--- src/design/bpsd_pkg.sv ---
// ----------------------------------------------------------------------------
// bpsd_pkg: shared types and constants for the BPS patch command decoder
// Item structs, phase encoding, op and status codes, varint limits.
// ----------------------------------------------------------------------------
package bpsd_pkg;

    localparam int OFFSET_BITS = 32;
    // Sizes are capped at 32 bits by the result fields
    localparam int LIMIT_BITS  = (OFFSET_BITS < 32) ? OFFSET_BITS : 32;
    // Varint accumulator: bound fits LIMIT_BITS+2, one more digit adds < 2^(LB+9)
    localparam int VAR_W       = LIMIT_BITS + 12;

    localparam logic [VAR_W-1:0] SIZE_LIMIT = VAR_W'((64'd1 << LIMIT_BITS) - 64'd1);
    localparam logic [VAR_W-1:0] VAR_BOUND  = VAR_W'((((64'd1 << LIMIT_BITS) - 64'd1) << 2)
                                                     + 64'd3);

    localparam logic [31:0] MIN_PATCH_LEN = 32'd19;
    localparam logic [31:0] CRC_BYTES     = 32'd12;
    localparam logic [31:0] MAGIC_LAST    = 32'd3;

    typedef enum logic [3:0] {
        PH_MAGIC   = 4'd0,
        PH_HSRC    = 4'd1,
        PH_HTGT    = 4'd2,
        PH_HMETA   = 4'd3,
        PH_SKIP    = 4'd4,
        PH_CMD     = 4'd5,
        PH_DELTA   = 4'd6,
        PH_LIT     = 4'd7,
        PH_TRAILER = 4'd8,
        PH_DONE    = 4'd9
    } phase_t;

    localparam logic [2:0] OP_SRC_READ = 3'd0;
    localparam logic [2:0] OP_LITERAL  = 3'd1;
    localparam logic [2:0] OP_SRC_COPY = 3'd2;
    localparam logic [2:0] OP_TGT_COPY = 3'd3;
    localparam logic [2:0] OP_DONE     = 3'd4;
    localparam logic [2:0] OP_ERROR    = 3'd5;

    localparam logic [2:0] ST_OK       = 3'd0;
    localparam logic [2:0] ST_MAGIC    = 3'd1;
    localparam logic [2:0] ST_SIZE     = 3'd2;
    localparam logic [2:0] ST_VARINT   = 3'd3;
    localparam logic [2:0] ST_OVERRUN  = 3'd4;
    localparam logic [2:0] ST_RANGE    = 3'd5;
    localparam logic [2:0] ST_TRAILING = 3'd6;

    localparam logic [1:0] ACT_SRC_READ = 2'd0;
    localparam logic [1:0] ACT_TGT_READ = 2'd1;
    localparam logic [1:0] ACT_SRC_COPY = 2'd2;

    localparam logic       CFG_SRC_BYTES    = 1'b0;
    localparam logic       CFG_PATCH_LENGTH = 1'b1;

    typedef struct packed {
        logic       kind;
        logic [7:0] patch_byte;
    } in_item_t;

    typedef struct packed {
        logic [2:0]  op;
        logic [31:0] target_offset;
        logic [31:0] span_length;
        logic [31:0] copy_offset;
        logic [7:0]  literal;
        logic [2:0]  status;
    } out_item_t;

    typedef struct packed {
        logic       done;
        logic       ovf;
        logic [VAR_W-1:0] value;
        logic [VAR_W-1:0] weight;
    } varint_res_t;

    function automatic logic [7:0] magic_byte(input logic [1:0] idx);
        logic [7:0] b;
        case (idx)
            2'd0:    b = 8'h42;
            2'd1:    b = 8'h50;
            2'd2:    b = 8'h53;
            default: b = 8'h31;
        endcase
        return b;
    endfunction

endpackage

--- src/design/bpsd_varint.sv ---
// ----------------------------------------------------------------------------
// bpsd_varint: one byte of a BPS varint
// Adds the digit at the current weight and checks against the varint bound.
// ----------------------------------------------------------------------------
module bpsd_varint
    import bpsd_pkg::*;
(
    input  logic [VAR_W-1:0] value,
    input  logic [VAR_W-1:0] weight,
    input  logic [7:0]       data,
    output varint_res_t      res
);

    logic [VAR_W-1:0] digit_w;
    logic [VAR_W-1:0] v1;
    logic [VAR_W-1:0] w2;
    logic [VAR_W-1:0] v2;
    logic             ovf1;
    logic             ovf2;

    // weight is always a power of 128
    assign digit_w = VAR_W'({1'b0, data[6:0]}) * weight;
    assign v1      = value + digit_w;
    assign ovf1    = v1 > VAR_BOUND;
    assign w2      = weight << 7;
    assign v2      = v1 + w2;
    assign ovf2    = !data[7] && (v2 > VAR_BOUND);

    always_comb
    begin
        res.ovf    = ovf1 || ovf2;
        res.done   = !ovf1 && data[7];
        res.value  = data[7] ? v1 : v2;
        res.weight = data[7] ? weight : w2;
    end

endmodule

--- src/design/bpsd_core.sv ---
// ----------------------------------------------------------------------------
// bpsd_core: decode state and single-pass step logic
// Updates patch decode state for one item and forms at most one result.
// ----------------------------------------------------------------------------
module bpsd_core
    import bpsd_pkg::*;
(
    input  logic        clk,
    input  logic        rst_n,
    input  logic        step,
    input  in_item_t    item,
    input  logic [31:0] src_bytes,
    input  logic [31:0] patch_length,
    output logic        emit,
    output out_item_t   result
);

    phase_t           phase_reg, phase_next;
    logic [31:0]      bpos_reg, bpos_next;
    logic [VAR_W-1:0] vval_reg, vval_next;
    logic [VAR_W-1:0] vwt_reg, vwt_next;
    logic [VAR_W-1:0] pend_reg, pend_next;
    logic [31:0]      tsize_reg, tsize_next;
    logic [31:0]      left_reg, left_next;
    logic [31:0]      opos_reg, opos_next;
    logic [31:0]      sptr_reg, sptr_next;
    logic [31:0]      tptr_reg, tptr_next;
    logic             failed_reg, failed_next;
    logic [2:0]       fstat_reg, fstat_next;

    varint_res_t      vr;

    bpsd_varint u_varint (
        .value  (vval_reg),
        .weight (vwt_reg),
        .data   (item.patch_byte),
        .res    (vr)
    );

    always_ff @(posedge clk or negedge rst_n)
    begin
        if (!rst_n)
        begin
            phase_reg  <= PH_MAGIC;
            bpos_reg   <= '0;
            vval_reg   <= '0;
            vwt_reg    <= VAR_W'(1);
            pend_reg   <= '0;
            tsize_reg  <= '0;
            left_reg   <= '0;
            opos_reg   <= '0;
            sptr_reg   <= '0;
            tptr_reg   <= '0;
            failed_reg <= 1'b0;
            fstat_reg  <= ST_OK;
        end
        else if (step)
        begin
            phase_reg  <= phase_next;
            bpos_reg   <= bpos_next;
            vval_reg   <= vval_next;
            vwt_reg    <= vwt_next;
            pend_reg   <= pend_next;
            tsize_reg  <= tsize_next;
            left_reg   <= left_next;
            opos_reg   <= opos_next;
            sptr_reg   <= sptr_next;
            tptr_reg   <= tptr_next;
            failed_reg <= failed_next;
            fstat_reg  <= fstat_next;
        end
    end

    always_comb
    begin
        logic [31:0]        cmd_end;
        logic [31:0]        rest;
        logic               f0;
        logic [2:0]         fcode;
        logic               freq;
        logic [32:0]        len;
        logic [32:0]        cmd_len;
        logic [32:0]        room;
        logic signed [VAR_W+1:0] ptr;
        logic [31:0]        base;
        logic [7:0]         b;

        phase_next  = phase_reg;
        bpos_next   = bpos_reg;
        vval_next   = vval_reg;
        vwt_next    = vwt_reg;
        pend_next   = pend_reg;
        tsize_next  = tsize_reg;
        left_next   = left_reg;
        opos_next   = opos_reg;
        sptr_next   = sptr_reg;
        tptr_next   = tptr_reg;
        failed_next = failed_reg;
        fstat_next  = fstat_reg;
        emit        = 1'b0;
        result      = '0;
        f0          = 1'b0;
        freq        = 1'b0;
        fcode       = ST_OK;
        b           = item.patch_byte;
        cmd_end     = (patch_length >= MIN_PATCH_LEN) ? patch_length - CRC_BYTES : '0;
        rest        = cmd_end - bpos_reg - 32'd1;
        len         = 33'(pend_reg >> 2) + 33'd1;
        cmd_len     = 33'(vr.value >> 2) + 33'd1;
        room        = {1'b0, tsize_reg - opos_reg};
        ptr         = '0;
        base        = '0;

        if (item.kind)
        begin
            // restart: clear decode state, registers untouched
            phase_next  = PH_MAGIC;
            bpos_next   = '0;
            vval_next   = '0;
            vwt_next    = VAR_W'(1);
            pend_next   = '0;
            tsize_next  = '0;
            left_next   = '0;
            opos_next   = '0;
            sptr_next   = '0;
            tptr_next   = '0;
            failed_next = 1'b0;
            fstat_next  = ST_OK;
        end
        else if (phase_reg != PH_DONE && bpos_reg < patch_length)
        begin
            f0 = failed_reg;
            if (patch_length < MIN_PATCH_LEN && !failed_reg)
            begin
                f0         = 1'b1;
                fstat_next = ST_MAGIC;
            end

            if (!f0 && bpos_reg < cmd_end)
            begin
                case (phase_reg)
                    PH_MAGIC:
                    begin
                        if (b != magic_byte(bpos_reg[1:0]))
                        begin
                            freq = 1'b1; fcode = ST_MAGIC;
                        end
                        else if (bpos_reg >= MAGIC_LAST)
                            phase_next = PH_HSRC;
                    end
                    PH_HSRC, PH_HTGT, PH_HMETA:
                    begin
                        if (vr.ovf)
                        begin
                            freq = 1'b1; fcode = ST_VARINT;
                        end
                        else if (!vr.done)
                        begin
                            vval_next = vr.value;
                            vwt_next  = vr.weight;
                        end
                        else if (vr.value > SIZE_LIMIT)
                        begin
                            freq = 1'b1; fcode = ST_VARINT;
                        end
                        else if (phase_reg == PH_HSRC)
                        begin
                            if (vr.value != VAR_W'(src_bytes))
                            begin
                                freq = 1'b1; fcode = ST_SIZE;
                            end
                            else
                            begin
                                phase_next = PH_HTGT;
                                vval_next  = '0;
                                vwt_next   = VAR_W'(1);
                            end
                        end
                        else if (phase_reg == PH_HTGT)
                        begin
                            tsize_next = vr.value[31:0];
                            phase_next = PH_HMETA;
                            vval_next  = '0;
                            vwt_next   = VAR_W'(1);
                        end
                        else if (vr.value > VAR_W'(rest))
                        begin
                            freq = 1'b1; fcode = ST_OVERRUN;
                        end
                        else
                        begin
                            left_next  = vr.value[31:0];
                            phase_next = (vr.value[31:0] != '0) ? PH_SKIP : PH_CMD;
                            vval_next  = '0;
                            vwt_next   = VAR_W'(1);
                        end
                    end
                    PH_SKIP:
                    begin
                        left_next = left_reg - 32'd1;
                        if (left_next == '0)
                            phase_next = PH_CMD;
                    end
                    PH_LIT:
                    begin
                        emit                 = 1'b1;
                        result.op            = OP_LITERAL;
                        result.target_offset = opos_reg;
                        result.span_length   = 32'd1;
                        result.literal       = b;
                        opos_next            = opos_reg + 32'd1;
                        left_next            = left_reg - 32'd1;
                        if (left_next == '0)
                            phase_next = PH_CMD;
                    end
                    PH_CMD:
                    begin
                        if (opos_reg >= tsize_reg)
                        begin
                            freq = 1'b1; fcode = ST_TRAILING;
                        end
                        else if (vr.ovf)
                        begin
                            freq = 1'b1; fcode = ST_VARINT;
                        end
                        else if (!vr.done)
                        begin
                            vval_next = vr.value;
                            vwt_next  = vr.weight;
                        end
                        else
                        begin
                            pend_next = vr.value;
                            vval_next = '0;
                            vwt_next  = VAR_W'(1);
                            if (cmd_len > room)
                            begin
                                freq = 1'b1; fcode = ST_OVERRUN;
                            end
                            else if (vr.value[1:0] == ACT_SRC_READ)
                            begin
                                if (({1'b0, opos_reg} + cmd_len) > {1'b0, src_bytes})
                                begin
                                    freq = 1'b1; fcode = ST_RANGE;
                                end
                                else
                                begin
                                    emit                 = 1'b1;
                                    result.op            = OP_SRC_READ;
                                    result.target_offset = opos_reg;
                                    result.span_length   = cmd_len[31:0];
                                    result.copy_offset   = opos_reg;
                                    opos_next            = opos_reg + cmd_len[31:0];
                                end
                            end
                            else if (vr.value[1:0] == ACT_TGT_READ)
                            begin
                                if (cmd_len > {1'b0, rest})
                                begin
                                    freq = 1'b1; fcode = ST_OVERRUN;
                                end
                                else
                                begin
                                    left_next  = cmd_len[31:0];
                                    phase_next = PH_LIT;
                                end
                            end
                            else
                                phase_next = PH_DELTA;
                        end
                    end
                    PH_DELTA:
                    begin
                        if (vr.ovf)
                        begin
                            freq = 1'b1; fcode = ST_VARINT;
                        end
                        else if (!vr.done)
                        begin
                            vval_next = vr.value;
                            vwt_next  = vr.weight;
                        end
                        else
                        begin
                            base = (pend_reg[1:0] == ACT_SRC_COPY) ? sptr_reg : tptr_reg;
                            // zigzag: low bit is the sign, the rest the magnitude
                            if (vr.value[0])
                                ptr = $signed({2'b00, VAR_W'(base)})
                                      - $signed({3'b000, vr.value[VAR_W-1:1]});
                            else
                                ptr = $signed({2'b00, VAR_W'(base)})
                                      + $signed({3'b000, vr.value[VAR_W-1:1]});
                            vval_next  = '0;
                            vwt_next   = VAR_W'(1);
                            phase_next = PH_CMD;
                            if (ptr < 0)
                            begin
                                freq = 1'b1; fcode = ST_RANGE;
                            end
                            else if (pend_reg[1:0] == ACT_SRC_COPY &&
                                     (ptr > $signed({2'b00, VAR_W'(src_bytes)}) ||
                                      len > ({1'b0, src_bytes} - 33'(ptr))))
                            begin
                                freq = 1'b1; fcode = ST_RANGE;
                            end
                            else if (pend_reg[1:0] != ACT_SRC_COPY &&
                                     ptr >= $signed({2'b00, VAR_W'(opos_reg)}))
                            begin
                                freq = 1'b1; fcode = ST_RANGE;
                            end
                            else
                            begin
                                emit                 = 1'b1;
                                result.op            = (pend_reg[1:0] == ACT_SRC_COPY) ?
                                                       OP_SRC_COPY : OP_TGT_COPY;
                                result.target_offset = opos_reg;
                                result.span_length   = len[31:0];
                                result.copy_offset   = ptr[31:0];
                                opos_next            = opos_reg + len[31:0];
                                if (pend_reg[1:0] == ACT_SRC_COPY)
                                    sptr_next = ptr[31:0] + len[31:0];
                                else
                                    tptr_next = ptr[31:0] + len[31:0];
                            end
                        end
                    end
                    default:
                    begin
                    end
                endcase
            end
            else if (!f0 && phase_reg != PH_TRAILER)
            begin
                // CRC area reached: command stream must be complete
                if (phase_reg != PH_CMD || opos_reg != tsize_reg ||
                    vval_reg != '0 || vwt_reg != VAR_W'(1))
                begin
                    freq = 1'b1; fcode = ST_TRAILING;
                end
                phase_next = PH_TRAILER;
            end

            if (freq && !f0)
            begin
                fstat_next = fcode;
            end
            failed_next = f0 || freq;

            if (bpos_reg == patch_length - 32'd1)
            begin
                emit   = 1'b1;
                result = '0;
                if (failed_next)
                begin
                    result.op     = OP_ERROR;
                    result.status = fstat_next;
                end
                else
                begin
                    result.op            = OP_DONE;
                    result.target_offset = opos_next;
                end
                phase_next = PH_DONE;
            end
            bpos_next = bpos_reg + 32'd1;
        end
    end

endmodule

--- src/design/bps_patch_command_decoder.sv ---
// ----------------------------------------------------------------------------
// bps_patch_command_decoder: BPS patch structure decoder
// Pipeline: an item is registered on entry and decoded in one pass into the
//   output register; out_valid rises when that register is loaded.
// Throughput: one patch byte per cycle while results are taken; the input and
//   output registers let a new item enter while a result waits to be taken.
// Reset (rst_n, async, active low) clears decode state, pipeline valids and
//   both configuration registers. A restart item clears decode state only.
// ----------------------------------------------------------------------------
module bps_patch_command_decoder
    import bpsd_pkg::*;
(
    input  logic        clk,
    input  logic        rst_n,
    input  logic        in_valid,
    output logic        in_ready,
    input  in_item_t    in_data,
    output logic        out_valid,
    input  logic        out_ready,
    output out_item_t   out_data,
    input  logic        cfg_we,
    input  logic        cfg_index,
    input  logic [31:0] cfg_data
);

    logic [31:0] src_bytes_reg;
    logic [31:0] patch_length_reg;

    // input stage
    logic        in_v_reg;
    in_item_t    in_reg;

    // result stage
    logic        out_v_reg, out_v_next;
    out_item_t   out_reg;

    logic        advance;
    logic        emit;
    out_item_t   result;

    // decode when the result stage is free or draining this cycle
    assign advance  = in_v_reg && (!out_v_reg || out_ready);
    assign in_ready = !in_v_reg || advance;

    always_ff @(posedge clk or negedge rst_n)
    begin
        if (!rst_n)
        begin
            src_bytes_reg    <= '0;
            patch_length_reg <= '0;
        end
        else if (cfg_we)
        begin
            case (cfg_index)
                CFG_SRC_BYTES:    src_bytes_reg    <= cfg_data;
                CFG_PATCH_LENGTH: patch_length_reg <= cfg_data;
                default:
                begin
                end
            endcase
        end
    end

    always_ff @(posedge clk or negedge rst_n)
    begin
        if (!rst_n)
            in_v_reg <= 1'b0;
        else if (in_ready)
            in_v_reg <= in_valid;
    end

    always_ff @(posedge clk)
    begin
        if (in_ready && in_valid)
            in_reg <= in_data;
    end

    bpsd_core u_core (
        .clk          (clk),
        .rst_n        (rst_n),
        .step         (advance),
        .item         (in_reg),
        .src_bytes    (src_bytes_reg),
        .patch_length (patch_length_reg),
        .emit         (emit),
        .result       (result)
    );

    always_comb
    begin
        if (advance && emit)
            out_v_next = 1'b1;
        else if (out_ready)
            out_v_next = 1'b0;
        else
            out_v_next = out_v_reg;
    end

    always_ff @(posedge clk or negedge rst_n)
    begin
        if (!rst_n)
            out_v_reg <= 1'b0;
        else
            out_v_reg <= out_v_next;
    end

    always_ff @(posedge clk)
    begin
        if (advance && emit)
            out_reg <= result;
    end

    assign out_valid = out_v_reg;
    assign out_data  = out_reg;

    // a restart item never produces a result
    a_restart_silent: assert property (@(posedge clk) disable iff (!rst_n)
        (advance && in_reg.kind) |-> !emit)
        else $error("restart item produced a result");

    // the decoder only steps when the result register can take its output
    a_no_overwrite: assert property (@(posedge clk) disable iff (!rst_n)
        advance |-> (!out_v_reg || out_ready))
        else $error("result register overwritten");

    // status is nonzero only on an error result
    a_status_err: assert property (@(posedge clk) disable iff (!rst_n)
        (out_valid && out_data.op != OP_ERROR) |-> (out_data.status == ST_OK))
        else $error("status set on non-error result");

    // error results always carry a code
    a_err_code: assert property (@(posedge clk) disable iff (!rst_n)
        (out_valid && out_data.op == OP_ERROR) |-> (out_data.status != ST_OK))
        else $error("error result without a code");

endmodule
--- config.mk ---
export PLATFORM = sky130hd
export DESIGN_NAME = bps_patch_command_decoder
export DESIGN_NICKNAME = d
export VERILOG_FILES = /design/src/design/bpsd_pkg.sv /design/src/design/bpsd_varint.sv /design/src/design/bpsd_core.sv /design/src/design/bps_patch_command_decoder.sv
export SDC_FILE = /design/constraint.sdc
export NUM_CORES = 2
export LEC_CHECK = 0
export ABC_AREA = 1
export BUFFER_PORTS_ARGS = -buffer_cell sky130_fd_sc_hd__buf_2
export CAP_MARGIN = 15
export CORE_UTILIZATION = 50
export DETAILED_ROUTE_END_ITERATION = 7
export GPL_TIMING_DRIVEN = 0
export HOLD_SLACK_MARGIN = 0.08
export PLACE_DENSITY = 0.79
export SLEW_MARGIN = 5
export SYNTH_ARGS = -nofsm -noshare
export SYNTH_HDL_FRONTEND = slang
export SYNTH_SLANG_ARGS = --single-unit
--- constraint.sdc ---
create_clock -name clk -period 13.9 [get_ports clk]
set_clock_uncertainty 0.2 [all_clocks]
set_input_delay 0.695 -clock clk [delete_from_list [all_inputs] [get_ports clk]]
set_output_delay 0.695 -clock clk [all_outputs]
set_load 0.03 [all_outputs]
Word-level counts from Yosys, hierarchy flattened
Cells that the tools add are included.

storage, ports and cells
  output and inout port bits = 112
  register bits = 508

cells by class
  reductions and logical operators = 60
  add/sub/neg operators = 19
  multiply operators = 1
  bitwise logic cells = 6
  $lt $le $gt $ge = 17
  multiplexer cells = 239
  equal/unequal tests = 61

operators by type and width
  operator                                                                 count
  32-bit two-way mux                                                       64
  44-bit two-way mux                                                       28
  99-bit two-way mux                                                       10
  46-bit two-way mux                                                       7
  44-bit one-hot mux with 3 select lines                                   2
  35-bit two-way mux                                                       7
  67-bit one-hot mux with 3 select lines                                   1
  32-bit one-hot mux with 3 select lines                                   2
  110-bit two-way mux                                                      1
  107-bit two-way mux                                                      1
  33-bit by 32-bit > comparator with 1-bit output                          3
  32-bit adder                                                             3
  4-bit two-way mux                                                        24
  96-bit two-way mux                                                       1
  32-bit by 1-bit subtractor with 32-bit output (second input constant)    3
  44-bit adder                                                             2
  44-bit by 34-bit > comparator with 1-bit output (second input constant)  2
  3-bit two-way mux                                                        27
  33-bit by 1-bit adder with 33-bit output (second input constant)         2
  32-bit by 1-bit adder with 32-bit output (second input constant)         2
  32-bit less-than comparator                                              2
  32-bit one-hot mux with 2 select lines                                   1
  32-bit subtractor                                                        2
  5-bit inequality test (second input constant)                            11
  64 further kinds                                                         195

Logic depth before layout (Yosys ltp)
  depth in word-level cells = 28
  depth in mapped cells = 71
  gate-level depth less buffers = 69

Cells and area by module
Synthesis repeated with hierarchy kept, for this count alone.

second synthesis, totals
  cell total of the unflattened synthesis = 10,001
  area, all modules = 65,870.7 µm²

by module, submodules not included
  module                     seq. area each (µm²)  instances  cells an instance  area each (µm²)
  bpsd_core                  8,084.0               1          7,183              45,025.7
  bpsd_varint                0.0                   1          2,405              14,507.7
  bps_patch_command_decoder  5,225.0               1          413                6,337.3

Least setup slack after synthesis
OpenSTA, ideal clock, no wires.

  path type = reg2reg
  from = register u_core.vwt_reg[0]
  to = register out_reg (netlist bit out_data[0]), enable pin
  arrival time = 13.537 ns
  stages on the path, launching flop included = 62
  buffers on the path = 1
  path slack = -0.417 ns
  data required time = 13.120 ns
  cells stage by stage = dfstp_2 > clkbuf_1 > nand2_1 > inv_1 > ha_1 > ha_1 > ha_1 > inv_1 > fa_1 > inv_1 > nand2_1 > nand2_1 > nand3_1 > nand2_1 > nand2_1 > nand3_1 > nand2_1 > ha_1 > [26 not listed] > a221oi_1 > xor2_1 > ha_1 > nand4_1 > or3_1 > nor3_1 > nand2_1 > o41ai_1 > nand2_2 > nand2_2 > nand3_4 > inv_2 > nand2_1 > nand2_1 > inv_1 > nand2_1 > a21oi_1 > nor2_1

between the ends
  word-level cells in the longest chain between the ends = 26
  elaborated cells on any way between the ends = 49
  classes of those cells = add/sub (7); mul (1); order compare (8); mux (24); reduce/logical (9)

ends and longest elaborated chain
  item                                                                                                                RTL line                            RTL
  start, declared                                                                                                     bpsd_core.sv:21                     logic [VAR_W-1:0] vwt_reg, vwt_next;
  start signal, assigned                                                                                              bpsd_core.sv:62                     vwt_reg <= vwt_next;
  7-bit by 44-bit multiplier with 44-bit output                                                                       bpsd_varint.sv:22                   assign digit_w = VAR_W'({1'b0, data[6:0]}) * weight;
  44-bit adder                                                                                                        bpsd_varint.sv:23                   assign v1 = value + digit_w;
  44-bit adder                                                                                                        bpsd_varint.sv:26                   assign v2 = v1 + w2;
  44-bit two-way mux                                                                                                  bpsd_varint.sv:33                   res.value = data[7] ? v1 : v2;
  32-bit by 43-bit adder with 44-bit output / 32-bit by 43-bit subtractor with 44-bit output (equally long branches)  bpsd_core.sv:292, bpsd_core.sv:289
  46-bit two-way mux                                                                                                  bpsd_core.sv:287                    if (vr.value[0])
  46-bit two-way mux                                                                                                  bpsd_core.sv:278                    else if (!vr.done)
  46-bit two-way mux                                                                                                  bpsd_core.sv:274                    if (vr.ovf)
  [10 not listed]                                                                                                     -
  1-bit two-way mux                                                                                                   bpsd_core.sv:278
  1-bit two-way mux                                                                                                   bpsd_core.sv:274
  1-bit one-hot mux with 3 select lines *                                                                             bpsd_core.sv:141                    case (phase_reg)
  1-bit two-way mux *                                                                                                 bpsd_core.sv:139                    if (!f0 && bpos_reg < cmd_end)
  1-bit two-way mux *                                                                                                 bpsd_core.sv:349                    if (bpos_reg == patch_length - 32'd1)
  1-bit two-way mux *                                                                                                 bpsd_core.sv:130                    else if (phase_reg != PH_DONE && bpos_reg < patch_length)
  1-bit two-way mux *                                                                                                 bpsd_core.sv:114                    if (item.kind)
  1-bit logical AND *                                                                                                 bps_patch_command_decoder.sv:109    if (advance && emit)
  end signal, assigned                                                                                                bps_patch_command_decoder.sv:110    out_reg <= result;
  end, declared                                                                                                       bps_patch_command_decoder.sv:35     out_item_t out_reg;

Mark *: on every way between the ends. The rest lies on a longest branch, timed or not. The select of a mux whose other input is x is not followed.
A chain may end at the register's enable or synchronous reset.

Worst setup path in the final report
  from = register u_core.vwt_reg[0]
  to = register out_reg (netlist bit out_data[57]), enable pin

The elaborated chain is that of the path after synthesis.

==> impl_metrics.ini <==
[run_status]
status = completed

[synthesis]
synth_top_area_share_pct = 16.66
synth_commonest_cells = 1,795 x nand2_1, 1,100 x inv_1, 728 x nor2_1, 691 x ha_1, 615 x a21oi_1
synth_area_leader_cell = dfrtp_1
yosys.cell_count.top_type = nand2_1
synth.area.top_cells = dfrtp_1 17%, ha_1 16%, nand2_1 13%, inv_1 7.8%, edfxtp_1 6.8%
yosysWarnings = 0
synth-edff-count = 119
async_flop_share_pct = 74.73
synth_fp_nets = 8593
synthesis.area_um2 = 52730
ys_seq_area_share_pct = 23.48
syn_inst = 7846
synth_flop_cell = dfrtp_1
syn_area_per_cell_um2 = 6.721
ys_ff_latch = 471
synthDistinctLibCells = 77

[placed_design]
place_area_um2 = 55980
io_buffers = 158
dp_hpwl_um = 211500
gp_congestion = 1.120

[sta]
fin_crit_ns = 13.50
worstMarginPinSlew_ns = 1.419
hold-worst-slack_ns = 0.1039
hold_viol_final = 0
slew_violations = 0
timing.final.crit_share_pct = 97.11
clock.fmax_ghz = 0.07408
setup_viol = 0
relSlewSlack_pct = 4.431

[clock_network]
clockBufferDepth = 3
cts_tree = built
clock-sinks = 471
cts_root_buffer = clkbuf_16
cts_buffers = 54
clk_pin_slew_ns = 0.07
htree_levels = 2
clk_latency_ns = 0.70

[final_layout]
drive_gt1_share_pct = 6.780
area_delta_synth_final_pct = 11.02
largest_reg_flops = 110
fin_area_um2 = 58540
fin_nets = 8872

[grt]
antenna_found_initial = 15
grtUsageTotal_pct = 46.16
grt_first_pass_wirelength_um = 360500
grt_max_degree = 108
grt_pass1_vias = 53996
overflow = 0

[worst_setup_path]
start_kind = flop
worst_r2r_endpoint = out_data[57]
crit_path_max_fanout = 34
r2r-start = u_core.vwt_reg[0]
crit_slowest_cell = dfstp_2
reg2regPathDepth = 64
slowest_delay_ns = 0.54
critPathArrivalTime_ns = 13.68
criticalPathCategory = flop to flop
worstSetupEndpointType = flop
crit_required_ns = 14.08
crit_path_frequent_cell = nand2_1
rrSetupSlack_ns = 0.40

[hold_path]
min_to = src_bytes_reg[27]
hold_depth = 3
hold_start = cfg_data[27]
min_path_type = input port to flop

[power_and_ir_drop]
p_leak_nw = 29.38
ir_drop_mv = 0.1884
finalPower_mw = 15.75
power_density_nw_per_um2 = 269.1

[run]
drv_cap = 0

[routing]
wl_um = 253000
ant_nets = 0
via_count = 58502
drc = 0
wl_per_cell_um = 26.46
drt_first_iter_violations = 8193
drt-pass1-iter-count = 7
viasPerCell = 6.119

[floorplan]
pin_count = 159
num_rows = 118
dieArea_um2 = 106800
die-width_um = 326.7
coreArea_um2 = 104100
die_y_um = 326.7
initial_core_util_pct = 50.66
-- through the flow --
stage / util, % / worst slack [ns] / instances / setup TNS, ns
final: 56.24 / 0.4016 / 9560 / 0
after global routing: 56.22 / -0.05469 / 9551 / -1.623
after CTS: 55.94 / 0.1972 / 9540 / 0
after detailed placement: 53.78 / -1.311 / 9420 / -165.66
after global placement: 53.08 / -4.732 / 9384 / -631.72
after floorplan: - / 1.438 / 7846 / 0
-- what timing repair did --
item | in CTS | in global routing
setup buffers | 1 | 14
resized for setup | 19 | 31
hold endpoints to repair | 91 | 0
endpoints found under the setup margin | 304 | 280
hold buffers | 17 | 0
pin swaps | 1 | 3
-- layout make-up --
type                    count  area, um2
clock inverters            28      342.8
flip-flops and latches    471      12380
repair buffers            228       1648
multi-input cells        6023      35670
plain buffers             195      803.3
fillers                 10301      45550
clock buffers              74       1602
diodes                      9      22.52
inverters                1152       4342
well taps                1380       1727
-- worst max path at each step --
stage	cells past startpoint	slack (ns)	end	from
2_1_floorplan	61	1.44	out_data[0]	u_core.vwt_reg[0]
3_3_place_gp	59	-4.73	out_data[57]	u_core.vwt_reg[0]
3_5_place_dp	63	-1.31	out_data[57]	u_core.vwt_reg[0]
4_1_cts	63	0.20	out_data[57]	u_core.vwt_reg[0]
5_1_grt	67	-0.05	out_data[60]	u_core.vwt_reg[0]
6_report	64	0.40	out_data[57]	u_core.vwt_reg[0]
-- power by group --
group	leakage [nW]	switching [mW]	internal [mW]
Combinational	22.6	8.48	3.62
Clock	0.956	0.688	0.910
Sequential	5.81	0.365	1.69
Total	29.4	9.53	6.22
-- critical path: cells and delay by family, from the launching register on --
kind | cells | cell delay, ns
fa+ha+maj | 8 | 2.81
simple gates | 27 | 3.50
compound gates | 12 | 3.28
xor+xnor | 1 | 0.10
flops | 1 | 0.54
buf+inv | 16 | 2.69
-- cells by family (layout without fill, tap and decap cells) --
kind of cell	Yosys count	count (layout)	synth area share, %
AOI/OAI and AO/OA	1582	1582	16.90
xor gates and xnor gates	353	353	5.892
adders and majority gates	700	700	16.74
buffers and inverters	1352	1677	9.757
DFF	471	471	23.48
other	0	9	0
and+or+nand+nor	3388	3388	27.22
-- layer usage --
metal  vias up  track usage [%]  part of all wire, %
li1      26672                -                    -
met1     27336            58.81                   38
met2      3604            68.10                   41
met3       884            12.92                   13
met4         6            30.40                  8.0
met5         -                0                0.057
-- cells in the final DEF, fill, tap and decap left out, drive strengths merged, types with 9 or more instances in the layout --
master / count
nand2: 1842
inv: 1132
nor2: 749
ha: 691
a21oi: 619
o21ai: 601
nand3: 426
dfrtp: 351
xor2: 255
buf: 247
clkbuf: 233
nand4: 138
nor3: 138
edfxtp: 119
xnor2: 98
o211ai: 64
nor4: 45
a31oi: 40
o31ai: 39
clkinv: 37
o22ai: 33
a211oi: 28
o221ai: 28
o21bai: 24
or2: 20
a21o: 17
dlygate4sd3: 17
o21a: 15
nand3b: 14
a21boi: 13
a221oi: 12
diode: 9
fa: 9
Note: power is estimated with default switching activity, not from simulation.
